--- src/hw/rtl/assert_macros.svh ---
// Assertion helpers shared by the RTL; they expect clk and arst_n in scope.
`ifndef ASSERT_MACROS_SVH
`define ASSERT_MACROS_SVH

// Same-cycle implication, quiet during reset
`define ASSERT_IMPL(name, ante, cons) \
	name: assert property (@(posedge clk) disable iff (!arst_n) (ante) |-> (cons)) \
		else $error("palette fader: same-cycle check failed");

// Next-cycle implication, quiet during reset
`define ASSERT_NEXT(name, ante, cons) \
	name: assert property (@(posedge clk) disable iff (!arst_n) (ante) |=> (cons)) \
		else $error("palette fader: next-cycle check failed");

`endif

--- src/hw/rtl/pif_pkg.sv ---
`default_nettype none
package pif_pkg;

	// Palette size and entry index width
	localparam int NUM_ENTRIES = 16;
	localparam int ENT_W = $clog2(NUM_ENTRIES);
	localparam logic [4:0] NUM_ENT_V = 5'(NUM_ENTRIES);

	// Command codes
	localparam logic [2:0] CMD_SET_RGB = 3'd0;
	localparam logic [2:0] CMD_SET_LVL = 3'd1;
	localparam logic [2:0] CMD_SET_ALL = 3'd2;
	localparam logic [2:0] CMD_FADE_OUT = 3'd3;
	localparam logic [2:0] CMD_FADE_IN = 3'd4;
	localparam logic [2:0] CMD_READ = 3'd5;
	localparam logic [2:0] CMD_BLEND = 3'd6;

	// Channel codes
	localparam logic [1:0] CH_R = 2'd0;
	localparam logic [1:0] CH_G = 2'd1;
	localparam logic [1:0] CH_B = 2'd2;

	localparam logic [6:0] FULL_LEVEL = 7'd100;
	localparam logic [5:0] CHAN_MAX = 6'd63;

	// Reciprocals for x/100 (x <= 6300) and x/3 (x <= 189)
	localparam logic [12:0] RECIP100 = 13'd5243;
	localparam int SHIFT100 = 19;
	localparam logic [12:0] RECIP3 = 13'd171;
	localparam int SHIFT3 = 9;

	typedef struct packed {
		logic [5:0] b;
		logic [5:0] g;
		logic [5:0] r;
	} rgb_t;

	// Request into the shared scale unit: q = (a*b + c) / (div3 ? 3 : 100)
	typedef struct packed {
		logic vld;
		logic div3;
		logic [5:0] a;
		logic [6:0] b;
		logic [5:0] c;
		logic [ENT_W-1:0] ent;
		logic [1:0] ch;
	} su_req_t;

	typedef struct packed {
		logic vld;
		logic busy;
		logic div3;
		logic [5:0] q;
		logic [ENT_W-1:0] ent;
		logic [1:0] ch;
	} su_rsp_t;

	// Standard sixteen-color default table
	function automatic rgb_t default_rgb(input logic [3:0] idx);
		rgb_t c;
		c = '0;
		unique case (idx)
			4'd0: c = '{b: 6'd0, g: 6'd0, r: 6'd0};
			4'd1: c = '{b: 6'd42, g: 6'd0, r: 6'd0};
			4'd2: c = '{b: 6'd0, g: 6'd42, r: 6'd0};
			4'd3: c = '{b: 6'd42, g: 6'd42, r: 6'd0};
			4'd4: c = '{b: 6'd0, g: 6'd0, r: 6'd42};
			4'd5: c = '{b: 6'd42, g: 6'd0, r: 6'd42};
			4'd6: c = '{b: 6'd0, g: 6'd21, r: 6'd42};
			4'd7: c = '{b: 6'd42, g: 6'd42, r: 6'd42};
			4'd8: c = '{b: 6'd21, g: 6'd21, r: 6'd21};
			4'd9: c = '{b: 6'd63, g: 6'd21, r: 6'd21};
			4'd10: c = '{b: 6'd21, g: 6'd63, r: 6'd21};
			4'd11: c = '{b: 6'd63, g: 6'd63, r: 6'd21};
			4'd12: c = '{b: 6'd21, g: 6'd21, r: 6'd63};
			4'd13: c = '{b: 6'd63, g: 6'd21, r: 6'd63};
			4'd14: c = '{b: 6'd21, g: 6'd63, r: 6'd63};
			4'd15: c = '{b: 6'd63, g: 6'd63, r: 6'd63};
		endcase
		return c;
	endfunction

	function automatic logic [5:0] clamp_chan(input logic signed [7:0] v);
		logic [5:0] r;
		priority if (v[7])
			r = '0;
		else if (v[6])
			r = CHAN_MAX;
		else
			r = v[5:0];
		return r;
	endfunction

	function automatic logic [6:0] clamp_level(input logic signed [7:0] v);
		logic [6:0] r;
		priority if (v[7])
			r = '0;
		else if (v[6:0] > FULL_LEVEL)
			r = FULL_LEVEL;
		else
			r = v[6:0];
		return r;
	endfunction

	function automatic logic [5:0] chan_sel(input rgb_t c, input logic [1:0] ch);
		logic [5:0] r;
		r = '0;
		case (ch)
			CH_R: r = c.r;
			CH_G: r = c.g;
			CH_B: r = c.b;
			default: r = '0;
		endcase
		return r;
	endfunction

endpackage
`default_nettype wire

--- src/hw/rtl/pif_scale_unit.sv ---
`default_nettype none
module pif_scale_unit
	import pif_pkg::*;
(
	input wire logic clk,
	input wire logic arst_n,
	input wire su_req_t req,
	output su_rsp_t rsp
);

	logic vld_s1;
	logic div3_s1;
	logic [12:0] prod_s1;
	logic [ENT_W-1:0] ent_s1;
	logic [1:0] ch_s1;

	logic vld_s2;
	logic div3_s2;
	logic [5:0] q_s2;
	logic [ENT_W-1:0] ent_s2;
	logic [1:0] ch_s2;

	logic [25:0] recip_prod;

	// Stage 1: multiply-add
	always_ff @(posedge clk or negedge arst_n) begin
		if (!arst_n) begin
			vld_s1 <= 1'b0;
		end else begin
			vld_s1 <= req.vld;
		end
	end

	always_ff @(posedge clk) begin
		if (req.vld) begin
			prod_s1 <= 13'(req.a) * 13'(req.b) + 13'(req.c);
			div3_s1 <= req.div3;
			ent_s1 <= req.ent;
			ch_s1 <= req.ch;
		end
	end

	// Stage 2: divide by constant through a reciprocal
	assign recip_prod = 26'(prod_s1) * 26'(div3_s1 ? RECIP3 : RECIP100);

	always_ff @(posedge clk or negedge arst_n) begin
		if (!arst_n) begin
			vld_s2 <= 1'b0;
		end else begin
			vld_s2 <= vld_s1;
		end
	end

	always_ff @(posedge clk) begin
		if (vld_s1) begin
			q_s2 <= div3_s1 ? recip_prod[SHIFT3 +: 6] : recip_prod[SHIFT100 +: 6];
			div3_s2 <= div3_s1;
			ent_s2 <= ent_s1;
			ch_s2 <= ch_s1;
		end
	end

	assign rsp.vld = vld_s2;
	assign rsp.busy = vld_s1 | vld_s2;
	assign rsp.div3 = div3_s2;
	assign rsp.q = q_s2;
	assign rsp.ent = ent_s2;
	assign rsp.ch = ch_s2;

endmodule
`default_nettype wire

--- src/hw/rtl/palette_intensity_fader.sv ---
// Palette intensity fader: a 16-entry palette of 6-bit RGB colors, each with
// a percent intensity, a saved intensity and a shown (scaled) copy.
// Input stream: s_axis_tuser carries the command, s_axis_tdata its operands.
// Output stream: exactly one result beat per command, reporting the entry
// after the command has acted (or the blended color for a blend read).
// Flow: every command passes through an update step. Set all / fade out /
// fade in then rescale every entry, and set rgb / set intensity the one
// valid entry, through one shared multiply/divide-by-constant unit, one color
// channel per cycle; a blend read holds the weak color, then blends through
// the same unit, and a read (or invalid index) goes straight to its result.
// The shared unit sets the rate; s_axis_tready is high only while the
// sequencer is idle, so a new command waits until the previous one finishes.
// A finished result sits in the output register; the next command may start
// while it waits, and its result is held back until the register is taken.
// Reset (arst_n low) loads the default colors, all intensities to 100 and
// clears the faded flag and the result valid at once; no clearing pass.
// s_axis_tready is high from reset on.
`default_nettype none
`include "assert_macros.svh"
module palette_intensity_fader
	import pif_pkg::*;
(
	input wire logic clk,
	input wire logic arst_n,
	input wire logic s_axis_tvalid,
	output logic s_axis_tready,
	// tdata: color_index[3:0], red_in[11:4], green_in[19:12], blue_in[27:20],
	//        level[35:28], blend_index[43:36], zero pad[47:44]
	input wire logic [47:0] s_axis_tdata,
	// tuser: cmd[2:0]
	input wire logic [2:0] s_axis_tuser,
	output logic m_axis_tvalid,
	input wire logic m_axis_tready,
	// tdata: base_red[5:0], base_green[11:6], base_blue[17:12],
	//        entry_intensity[24:18], shown_red[30:25], shown_green[36:31],
	//        shown_blue[42:37], fade_flag[43], zero pad[47:44]
	output logic [47:0] m_axis_tdata
);

	localparam logic [2:0] ST_IDLE = 3'd0;
	localparam logic [2:0] ST_UPD = 3'd1;
	localparam logic [2:0] ST_HOLD = 3'd2;
	localparam logic [2:0] ST_ISSUE = 3'd3;
	localparam logic [2:0] ST_DRAIN = 3'd4;
	localparam logic [2:0] ST_RESP = 3'd5;

	localparam logic [ENT_W-1:0] LAST_ENT = ENT_W'(NUM_ENTRIES - 1);

	logic [2:0] state_q;
	logic faded_q;
	logic [ENT_W-1:0] ent_q;
	logic [ENT_W-1:0] last_ent_q;
	logic [1:0] ch_q;

	// Captured command
	logic [2:0] cmd_q;
	logic [3:0] cidx_q;
	rgb_t rgb_in_q;
	logic [6:0] pct_q;
	logic [7:0] blend_idx_q;

	// Palette storage
	rgb_t base_q [NUM_ENTRIES];
	rgb_t shown_q [NUM_ENTRIES];
	logic [6:0] int_q [NUM_ENTRIES];
	logic [6:0] saved_q [NUM_ENTRIES];

	rgb_t hold_q;
	rgb_t blend_q;
	logic m_tvalid_q;
	logic [47:0] m_tdata_q;

	logic accept;
	logic idx_valid;
	logic [ENT_W-1:0] idx;
	logic is_single;
	logic is_bcast;
	logic is_blend;
	logic [ENT_W-1:0] rd_ent;
	logic [3:0] sh_nib;
	rgb_t shown_rd;
	rgb_t base_rd;
	logic [6:0] level_rd;
	logic out_free;
	logic [43:0] res;
	su_req_t su_req;
	su_rsp_t su_rsp;

	assign accept = s_axis_tvalid & s_axis_tready;
	assign s_axis_tready = (state_q == ST_IDLE);
	assign idx = cidx_q[ENT_W-1:0];
	assign idx_valid = (5'(cidx_q) < NUM_ENT_V);
	assign is_single = (cmd_q == CMD_SET_RGB) || (cmd_q == CMD_SET_LVL);
	assign is_bcast = (cmd_q == CMD_SET_ALL) || (cmd_q == CMD_FADE_OUT) ||
		(cmd_q == CMD_FADE_IN);
	assign is_blend = (cmd_q == CMD_BLEND);
	assign out_free = !m_tvalid_q || m_axis_tready;

	// Capture the command operands
	always_ff @(posedge clk) begin
		if (accept) begin
			cmd_q <= s_axis_tuser;
			cidx_q <= s_axis_tdata[3:0];
			rgb_in_q.r <= clamp_chan(s_axis_tdata[11:4]);
			rgb_in_q.g <= clamp_chan(s_axis_tdata[19:12]);
			rgb_in_q.b <= clamp_chan(s_axis_tdata[27:20]);
			pct_q <= clamp_level(s_axis_tdata[35:28]);
			blend_idx_q <= s_axis_tdata[43:36];
		end
	end

	// Sequencer
	always_ff @(posedge clk or negedge arst_n) begin
		if (!arst_n) begin
			state_q <= ST_IDLE;
			ent_q <= '0;
			last_ent_q <= '0;
			ch_q <= CH_R;
		end else begin
			case (state_q)
				ST_IDLE: begin
					if (accept)
						state_q <= ST_UPD;
				end
				ST_UPD: begin
					ch_q <= CH_R;
					ent_q <= is_single ? idx : '0;
					last_ent_q <= is_single ? idx : LAST_ENT;
					priority if ((is_single && idx_valid) || is_bcast)
						state_q <= ST_ISSUE;
					else if (is_blend)
						state_q <= ST_HOLD;
					else
						state_q <= ST_RESP;
				end
				ST_HOLD: begin
					state_q <= ST_ISSUE;
				end
				ST_ISSUE: begin
					if (ch_q == CH_B) begin
						ch_q <= CH_R;
						if (is_blend || ent_q == last_ent_q)
							state_q <= ST_DRAIN;
						else
							ent_q <= ent_q + 1'b1;
					end else begin
						ch_q <= ch_q + 1'b1;
					end
				end
				ST_DRAIN: begin
					if (!su_rsp.busy)
						state_q <= ST_RESP;
				end
				ST_RESP: begin
					if (out_free)
						state_q <= ST_IDLE;
				end
				default: begin
					state_q <= ST_IDLE;
				end
			endcase
		end
	end

	// Faded flag
	always_ff @(posedge clk or negedge arst_n) begin
		if (!arst_n) begin
			faded_q <= 1'b0;
		end else if (state_q == ST_UPD) begin
			if (cmd_q == CMD_FADE_OUT)
				faded_q <= 1'b1;
			else if (cmd_q == CMD_FADE_IN)
				faded_q <= 1'b0;
		end
	end

	// Base colors: written by set rgb
	always_ff @(posedge clk or negedge arst_n) begin
		if (!arst_n) begin
			for (int e = 0; e < NUM_ENTRIES; e++)
				base_q[e] <= default_rgb(4'(e));
		end else if (state_q == ST_UPD && cmd_q == CMD_SET_RGB && idx_valid) begin
			base_q[idx] <= rgb_in_q;
		end
	end

	// Intensities and saved levels
	always_ff @(posedge clk or negedge arst_n) begin
		if (!arst_n) begin
			for (int e = 0; e < NUM_ENTRIES; e++) begin
				int_q[e] <= FULL_LEVEL;
				saved_q[e] <= FULL_LEVEL;
			end
		end else if (state_q == ST_UPD) begin
			for (int e = 0; e < NUM_ENTRIES; e++) begin
				if (cmd_q == CMD_SET_ALL ||
						(cmd_q == CMD_SET_LVL && idx_valid && idx == ENT_W'(e))) begin
					if (faded_q)
						saved_q[e] <= pct_q;
					else
						int_q[e] <= pct_q;
				end else if (cmd_q == CMD_FADE_OUT && !faded_q) begin
					saved_q[e] <= int_q[e];
					int_q[e] <= '0;
				end else if (cmd_q == CMD_FADE_IN && faded_q) begin
					int_q[e] <= saved_q[e];
				end
			end
		end
	end

	// One read address, chosen by the step, for the base colors and reported level
	assign rd_ent = (state_q == ST_RESP) ? idx : ent_q;
	assign base_rd = base_q[rd_ent];
	assign level_rd = faded_q ? saved_q[rd_ent] : int_q[rd_ent];

	always_comb begin
		case (state_q)
			ST_HOLD: sh_nib = blend_idx_q[7:4];
			ST_ISSUE: sh_nib = blend_idx_q[3:0];
			default: sh_nib = cidx_q;
		endcase
	end

	assign shown_rd = (5'(sh_nib) < NUM_ENT_V) ? shown_q[sh_nib[ENT_W-1:0]] : '0;

	// Hold the weak blend color
	always_ff @(posedge clk) begin
		if (state_q == ST_HOLD)
			hold_q <= shown_rd;
	end

	// Issue one channel per cycle to the shared unit
	always_comb begin
		su_req.vld = (state_q == ST_ISSUE);
		su_req.div3 = is_blend;
		su_req.ent = ent_q;
		su_req.ch = ch_q;
		if (is_blend) begin
			su_req.a = chan_sel(shown_rd, ch_q);
			su_req.b = 7'd2;
			su_req.c = chan_sel(hold_q, ch_q);
		end else begin
			su_req.a = chan_sel(base_rd, ch_q);
			su_req.b = int_q[ent_q];
			su_req.c = '0;
		end
	end

	pif_scale_unit u_scale (
		.clk(clk),
		.arst_n(arst_n),
		.req(su_req),
		.rsp(su_rsp)
	);

	// Write back scaled channels
	always_ff @(posedge clk or negedge arst_n) begin
		if (!arst_n) begin
			for (int e = 0; e < NUM_ENTRIES; e++)
				shown_q[e] <= default_rgb(4'(e));
		end else if (su_rsp.vld && !su_rsp.div3) begin
			case (su_rsp.ch)
				CH_R: shown_q[su_rsp.ent].r <= su_rsp.q;
				CH_G: shown_q[su_rsp.ent].g <= su_rsp.q;
				CH_B: shown_q[su_rsp.ent].b <= su_rsp.q;
				default: ;
			endcase
		end
	end

	// Collect blended channels
	always_ff @(posedge clk) begin
		if (su_rsp.vld && su_rsp.div3) begin
			case (su_rsp.ch)
				CH_R: blend_q.r <= su_rsp.q;
				CH_G: blend_q.g <= su_rsp.q;
				CH_B: blend_q.b <= su_rsp.q;
				default: ;
			endcase
		end
	end

	// Assemble the result beat
	always_comb begin
		priority if (is_blend)
			res = {faded_q, blend_q.b, blend_q.g, blend_q.r, 7'd0, 18'd0};
		else if (idx_valid)
			res = {faded_q, shown_rd.b, shown_rd.g, shown_rd.r, level_rd,
				base_rd.b, base_rd.g, base_rd.r};
		else
			res = {faded_q, 43'd0};
	end

	// Output register
	always_ff @(posedge clk or negedge arst_n) begin
		if (!arst_n) begin
			m_tvalid_q <= 1'b0;
		end else if (state_q == ST_RESP && out_free) begin
			m_tvalid_q <= 1'b1;
		end else if (m_axis_tready) begin
			m_tvalid_q <= 1'b0;
		end
	end

	always_ff @(posedge clk) begin
		if (state_q == ST_RESP && out_free)
			m_tdata_q <= {4'd0, res};
	end

	assign m_axis_tvalid = m_tvalid_q;
	assign m_axis_tdata = m_tdata_q;

	`ASSERT_NEXT(a_accept_update, s_axis_tvalid && s_axis_tready, state_q == ST_UPD)
	`ASSERT_NEXT(a_resp_loads, (state_q == ST_RESP) && out_free, m_axis_tvalid && (state_q == ST_IDLE))
	`ASSERT_IMPL(a_idle_unit_quiet, state_q == ST_IDLE, !su_rsp.busy)

endmodule
`default_nettype wire

--- config.mk ---
export PLATFORM = sky130hd
export DESIGN_NAME = palette_intensity_fader
export DESIGN_NICKNAME = d
export VERILOG_FILES = /design/src/hw/rtl/pif_pkg.sv /design/src/hw/rtl/pif_scale_unit.sv /design/src/hw/rtl/palette_intensity_fader.sv
export VERILOG_INCLUDE_DIRS = /design/src /design/src/hw/rtl
export SDC_FILE = /design/constraint.sdc
export NUM_CORES = 2
export LEC_CHECK = 0
export BUFFER_PORTS_ARGS = -buffer_cell sky130_fd_sc_hd__buf_2
export CORE_ASPECT_RATIO = 0.8
export CORE_MARGIN = 3
export CORE_UTILIZATION = 50
export DETAILED_ROUTE_END_ITERATION = 6
export GPL_TIMING_DRIVEN = 0
export PLACE_DENSITY = 0.78
export SYNTH_ARGS = -nofsm -noshare
export SYNTH_HDL_FRONTEND = slang
export SYNTH_SLANG_ARGS = --single-unit
--- constraint.sdc ---
create_clock -name clk -period 13.1 [get_ports clk]
set_clock_uncertainty 0.2 [all_clocks]
set_input_delay 0.655 -clock clk [delete_from_list [all_inputs] [get_ports clk]]
set_output_delay 0.655 -clock clk [all_outputs]
set_load 0.01 [all_outputs]
After elaboration in Yosys (flattened, before gate mapping) --
Index checks and enable logic that the tools add are counted.
Operators by class: reductions and logical operators 130, $lt $le $gt $ge 8, bitwise operators 7, add/sub/neg operators 3, multiplexer cells 143, multiply operators 2, equal/unequal tests 68
Operators by type and width (count):
- $bwmux 288 | 4
- $pmux 288 s3 | 1
- $mux 7 | 90
- $demux 18 s4 | 4
- $bmux 18 s4 | 2
- $mux 18 | 6
- $reduce_and 3->1 | 33
- $bmux 7 s4 | 3
- $ne 2x2->1 const B | 37
- $pmux 6 s3 | 3
- $reduce_bool 3->1 | 17
- $mux 43 | 1
- $reduce_bool 2->1 | 19
- $eq 4x4->1 const B | 8
- $mux 6 | 5
- $mul 13x26->25 | 1
- $ge 5x5->1 const B | 5
- $not 4->5 | 5
- $logic_and 1x1->1 | 24
- $logic_or 1x1->1 | 22
- $mux 3 | 7
- $mux 4 | 5
- $mux 19 | 1
- $pmux 3 s6 | 1
- other kinds (31) | 57
Word-level totals: bits of input ports 55, output and inout bits 50, register bits after elaboration 970, word-level logic and storage cells 521

Logic depth before layout (Yosys ltp) --
word-level depth 10, mapped depth 28, mapped depth without buffers 24

Hierarchy --
From an unflattened synthesis, not the netlist that was laid out.
Unflattened totals: cells, all modules 4960, area, all modules 53580.1 um^2
By module, submodules not included:
- palette_intensity_fader | sequential area each 24478.5 um^2, area each 46957.5 um^2, times used 1, cells each 4280
- pif_scale_unit | sequential area each 1041.0 um^2, area each 6622.6 um^2, times used 1, cells each 680

Worst setup path after synthesis --
No wires, ideal clock.
path type reg2reg, start point register state_q[1], end point register u_scale.prod_s1[11], data pin, data required time 12.642 ns, data arrival time 5.853 ns, clock period less this slack 6.311 ns, library setup time 0.258 ns, stages on the path, launching flop included 27, path buffers 3, slack 6.789 ns, path through dfrtp_1 -> nand3b_4 -> mux2_1 -> buf_4 -> buf_6 -> buf_6 -> mux2i_1 -> mux2i_1 -> mux2i_1 -> mux4_2 -> o211ai_2 -> nand3_1 -> fa_1 -> fa_1 -> inv_1 -> fa_1 -> inv_1 -> fa_1 -> inv_1 -> ha_1 -> inv_1 -> o21bai_1 -> a21oi_1 -> o21ai_0 -> a21o_1 -> a21oi_1 -> xnor2_1
On the way: cells in the longest elaborated chain, start to end 10, elaborated cells between the ends (all ways) 18, classes of those cells add/sub: 1; mul: 1; eq/ne: 3; mux: 11; bitwise: 2
Ends and longest elaborated chain:
- start: declaration | line palette_intensity_fader.sv:49 | logic [2:0] state_q;
- start signal: assignment | line palette_intensity_fader.sv:115 | state_q <= ST_IDLE;
- start signal: assignment | line palette_intensity_fader.sv:123 | state_q <= ST_UPD;
- start signal: assignment | line palette_intensity_fader.sv:130 | state_q <= ST_ISSUE;
- $eq 3x2->1 or $eq 3x3->1 (tied branches) | line palette_intensity_fader.sv:218, palette_intensity_fader.sv:213
- $pmux 4 s2 or $mux 4 (tied branches) | line palette_intensity_fader.sv:218, palette_intensity_fader.sv:213
- $not 4->5 (on tied branches) | line palette_intensity_fader.sv:225, palette_intensity_fader.sv:214
- $bmux 18 s4 (on tied branches) | line palette_intensity_fader.sv:225, palette_intensity_fader.sv:214
- $mux 18 (on tied branches) (2 in a row) | line palette_intensity_fader.sv:225, palette_intensity_fader.sv:214
- $pmux 6 s3 | line pif_pkg.sv:108 | case (ch)
- $mux 19 * | line palette_intensity_fader.sv:239 | if (is_blend) begin
- $mul 6x7->13 * | line pif_scale_unit.sv:36 | prod_s1 <= 13'(req.a) * 13'(req.b) + 13'(req.c);
- $add 13x6->13 * | line pif_scale_unit.sv:36
- end signal: assignment | line pif_scale_unit.sv:36
- end: declaration | line pif_scale_unit.sv:13 | logic [12:0] prod_s1;
Every way passes the cells marked *; elsewhere a longest branch is shown, timed or not. The select of a mux whose other input is x is not followed. A chain may end at the register's enable or synchronous reset.

Worst setup path after layout --
start point register state_q[0], end point register u_scale.prod_s1[11], data pin
Same word-level chain as after synthesis.

==> summary.md <==
| Metric | Value |
|---|---|
| Status | `finished, final reports clean` |
| TritonCTS buffer count | `97` |
| Vias per inst | `6.48` |
| CP max-delay cell | `clkbuf_1` |
| RSZ-0062 raised after global routing | `false` |
| Syn-to-layout area delta | `11.6%` |
| GR Overflow Total | `0` |
| Root Driver | `clkbuf_16` |
| Post-Syn Area | `52300 sq um` |
| Clock latency at the later pin of the worst-skew pair | `0.73 ns` |
| Worst path most repeated cell | `a21oi_1` |
| Pwr Density | `281 nW/um^2` |
| CP cell instances | `clkbuf_1, mux2_2, mux2i_1, buf_2, buf_2, buf_1, a21oi_1, a222oi_1, nand3_1, fa_1, inv_1, ha_1, ha_1, fa_1, ha_1, a21o_1, a21oi_1, o21bai_1, a21oi_1, o21ai_0, a21o_1, a21oi_1, xnor2_1` |
| TritonCTS Sinks | `970` |
| Post-Syn Area per Cell | `11.4 sq um` |
| Setup TNS | `0 ns` |
| Largest net degree at the start of global routing | `131` |
| Post-synth top area share | `20.7%` |
| Post-DP Area | `54800 sq um` |
| Startpoint type of the worst setup path | `register` |
| Cell Count, Final, Fillers Out | `6297` |
| # nets final | `5084` |
| DR iter-0 viols | `5741` |
| Required time of the critical path | `13.33 ns` |
| Avg WL per Cell | `27.2 um` |
| Crit Path Max Fanout | `10` |
| LEAKAGE | `0.0246 uW` |
| Crit path kind | `register to register` |
| Row cnt | `105` |
| Count leader, synth | `nand2_1` |
| # setup viols final | `0` |
| Unique cell type count in the Yosys netlist | `65` |
| DR DRC count | `0` |
| Max VDD drop | `0.601 mV` |
| Die area | `109000 sq um` |
| GPL Wtd Cong | `1.04` |
| Fmax | `113 MHz` |
| Ys Warns | `0` |
| Total Wirelength | `171 mm` |
| CTS tree | `yes` |
| Setup crit end kind | `register` |
| Vias in the first global route | `39800` |
| Dominant cells by area after synthesis | `dfrtp_1 21%, dfstp_2 19%, edfxtp_1 8.8%, mux2i_1 7.2%, mux2_2 6.8%` |
| Overall track demand over capacity in global routing | `31.3%` |
| Seq cells post-synth | `970` |
| DP HPWL | `125 mm` |
| CTS HTree Levels | `3` |
| Vias | `40800` |
| Layout filler cell count | `8422` |
| Synth async-reset ratio | `84.2%` |
| Slew HR | `9.53%` |
| # Max-Cap Violations | `0` |
| Clock Pin Slew Worst Setup and Hold Paths | `0.06 ns` |
| Most used DFF post-synth | `dfrtp_1` |
| First-pass GRT wire length | `256 mm` |
| Post-layout util | `56.6%` |
| Mapped Cells | `4584` |
| Post-layout min period | `8.84 ns` |
| DP Cell Count | `6087` |
| Synth area leader | `dfrtp_1` |
| Most common library cells after synthesis | `645 x nand2_1, 433 x dfrtp_1, 384 x dfstp_2, 374 x mux2i_1, 317 x mux2_2` |
| Port Buffers | `96` |
| Sequential-to-total area share from yosys stat | `48.8%` |
| Die height | `295 um` |
| Horiz. Die Dim | `368 um` |
| Design area | `58400 sq um` |
| CP arrival | `9.08 ns` |
| Post-synth EDFFs | `153` |
| Final Hold Viols | `0` |
| Initial antenna violation count | `7` |
| Initial core utilization | `50.7%` |
| Slowest stage delay, CP | `0.75 ns` |
| Router iterations before antenna repair | `6` |
| Pins over their slew limit | `0` |
| Total core area | `103000 sq um` |
| Layout cell share with drive strength beyond 1 | `23.7%` |
| Boundary Pins | `105` |
| Post-route ant nets | `0` |
| Min-Delay Path Class | `primary input to register` |
| Worst-Margin Slew | `1.36 ns` |
| Clk buf depth | `3` |
| Fin crit share | `67.5%` |
per-layer routing:
metal / vias up / global-route usage (%) / routed length (um)
met2: 2749 / 44.1 / 70800
met5: - / 0.427 / 74
met4: 4 / 12.5 / 7440
met1: 20500 / 45.0 / 71100
met3: 481 / 9.75 / 22100
li1: 17000 / - / -
sequential cells by signal, summed over array words and instances, names as in the netlist, 7 cells and up:
signal / flops
pct_q: 7
m_axis_tdata: 44
rgb_in_q: 18
u_scale.prod_s1: 13
base_q: 288
int_q: 112
hold_q: 18
blend_idx_q: 8
blend_q: 18
saved_q: 112
shown_q: 288
area by class of cell:
class | instances | area [sq um] | area share [%]
Clock inverter | 56 | 707 | 1.21
Tap cell | 1391 | 1740 | 2.98
Antenna cell | 5 | 12.5 | 0.0214
Multi-Input combinational cell | 3202 | 25000 | 42.9
Inverter | 134 | 503 | 0.862
Clock buffer | 128 | 2630 | 4.51
Sequential cell | 970 | 25500 | 43.7
Buffer | 284 | 1280 | 2.19
Timing Repair Buffer | 127 | 945 | 1.62
power by group:
part	total, uW	internal, uW	leakage, uW	switching (uW)
clock network	2930	1670	0.00161	1260
registers	4910	4150	0.0112	754
logic	8560	3350	0.0118	5210
worst max-delay path: cells and delay by family, from the launching register on:
family | cells | cell delay, ns
AO/OA/AOI/OAI | 9 | 2.27
XOR/XNOR | 1 | 0.08
adder cells (fa/ha/maj) | 5 | 1.86
buffers and inverters | 5 | 2.15
flip-flops | 1 | 0.63
multiplexers | 2 | 1.15
AND/OR/NAND/NOR | 1 | 0.19
cell usage in the layout, fill, tap and decap left out, types with 119 or more instances in the layout:
| cell | count |
|---|---|
| nor2_1 | 264 |
| edfxtp_1 | 153 |
| clkbuf_1 | 205 |
| dfrtp_1 | 433 |
| buf_2 | 134 |
| mux2i_1 | 373 |
| nand2_1 | 645 |
| dfstp_2 | 384 |
| a22o_1 | 192 |
| inv_1 | 134 |
| o21ai_0 | 272 |
| ha_1 | 119 |
| mux2_2 | 317 |
worst paths after layout:
kind | start | to | slack (ns) | cells past startpoint
max in group asynchronous | arst_n | base_q[48] | 10.29 | 5
hold / removal | s_axis_tdata[23] | rgb_in_q[15] | 0.03 | 3
setup / recovery | state_q[0] | u_scale.prod_s1[11] | 4.26 | 23
hold reg to reg | u_scale.ent_s1[0] | u_scale.ent_s2[0] | 0.22 | 0
setup reg to reg | state_q[0] | u_scale.prod_s1[11] | 4.26 | 23
min in group asynchronous | arst_n | shown_q[65] | 0.32 | 2
logic make-up after synthesis:
logic type	count (synthesis)	synth area share, %
other cells	2	0.0144
buf+inv	418	3.41
xor+xnor	28	0.469
fa+ha+maj	213	6.45
mux	803	18.8
compound gates	1021	13.0
flops	970	48.8
simple gates	1129	9.05
per-stage QoR:
step                      power, uW  setup slack [ns]  hold WS, ns
after floorplan               10500              6.79        0.159
after global placement        13000             -5.95        0.201
after detailed placement      13200              4.66        0.206
after CTS                     16200              4.60      0.00302
after global routing          17400              4.14       0.0345
final                         16400              4.26       0.0339
what timing repair did:
action                     CTS  global route
buffers inserted             0             0
setup endpoints to repair    0             0
gates resized for setup      0             0
hold buffers                21             0
hold endpoints to repair    38             0
Power figures use the tool's default switching activity.
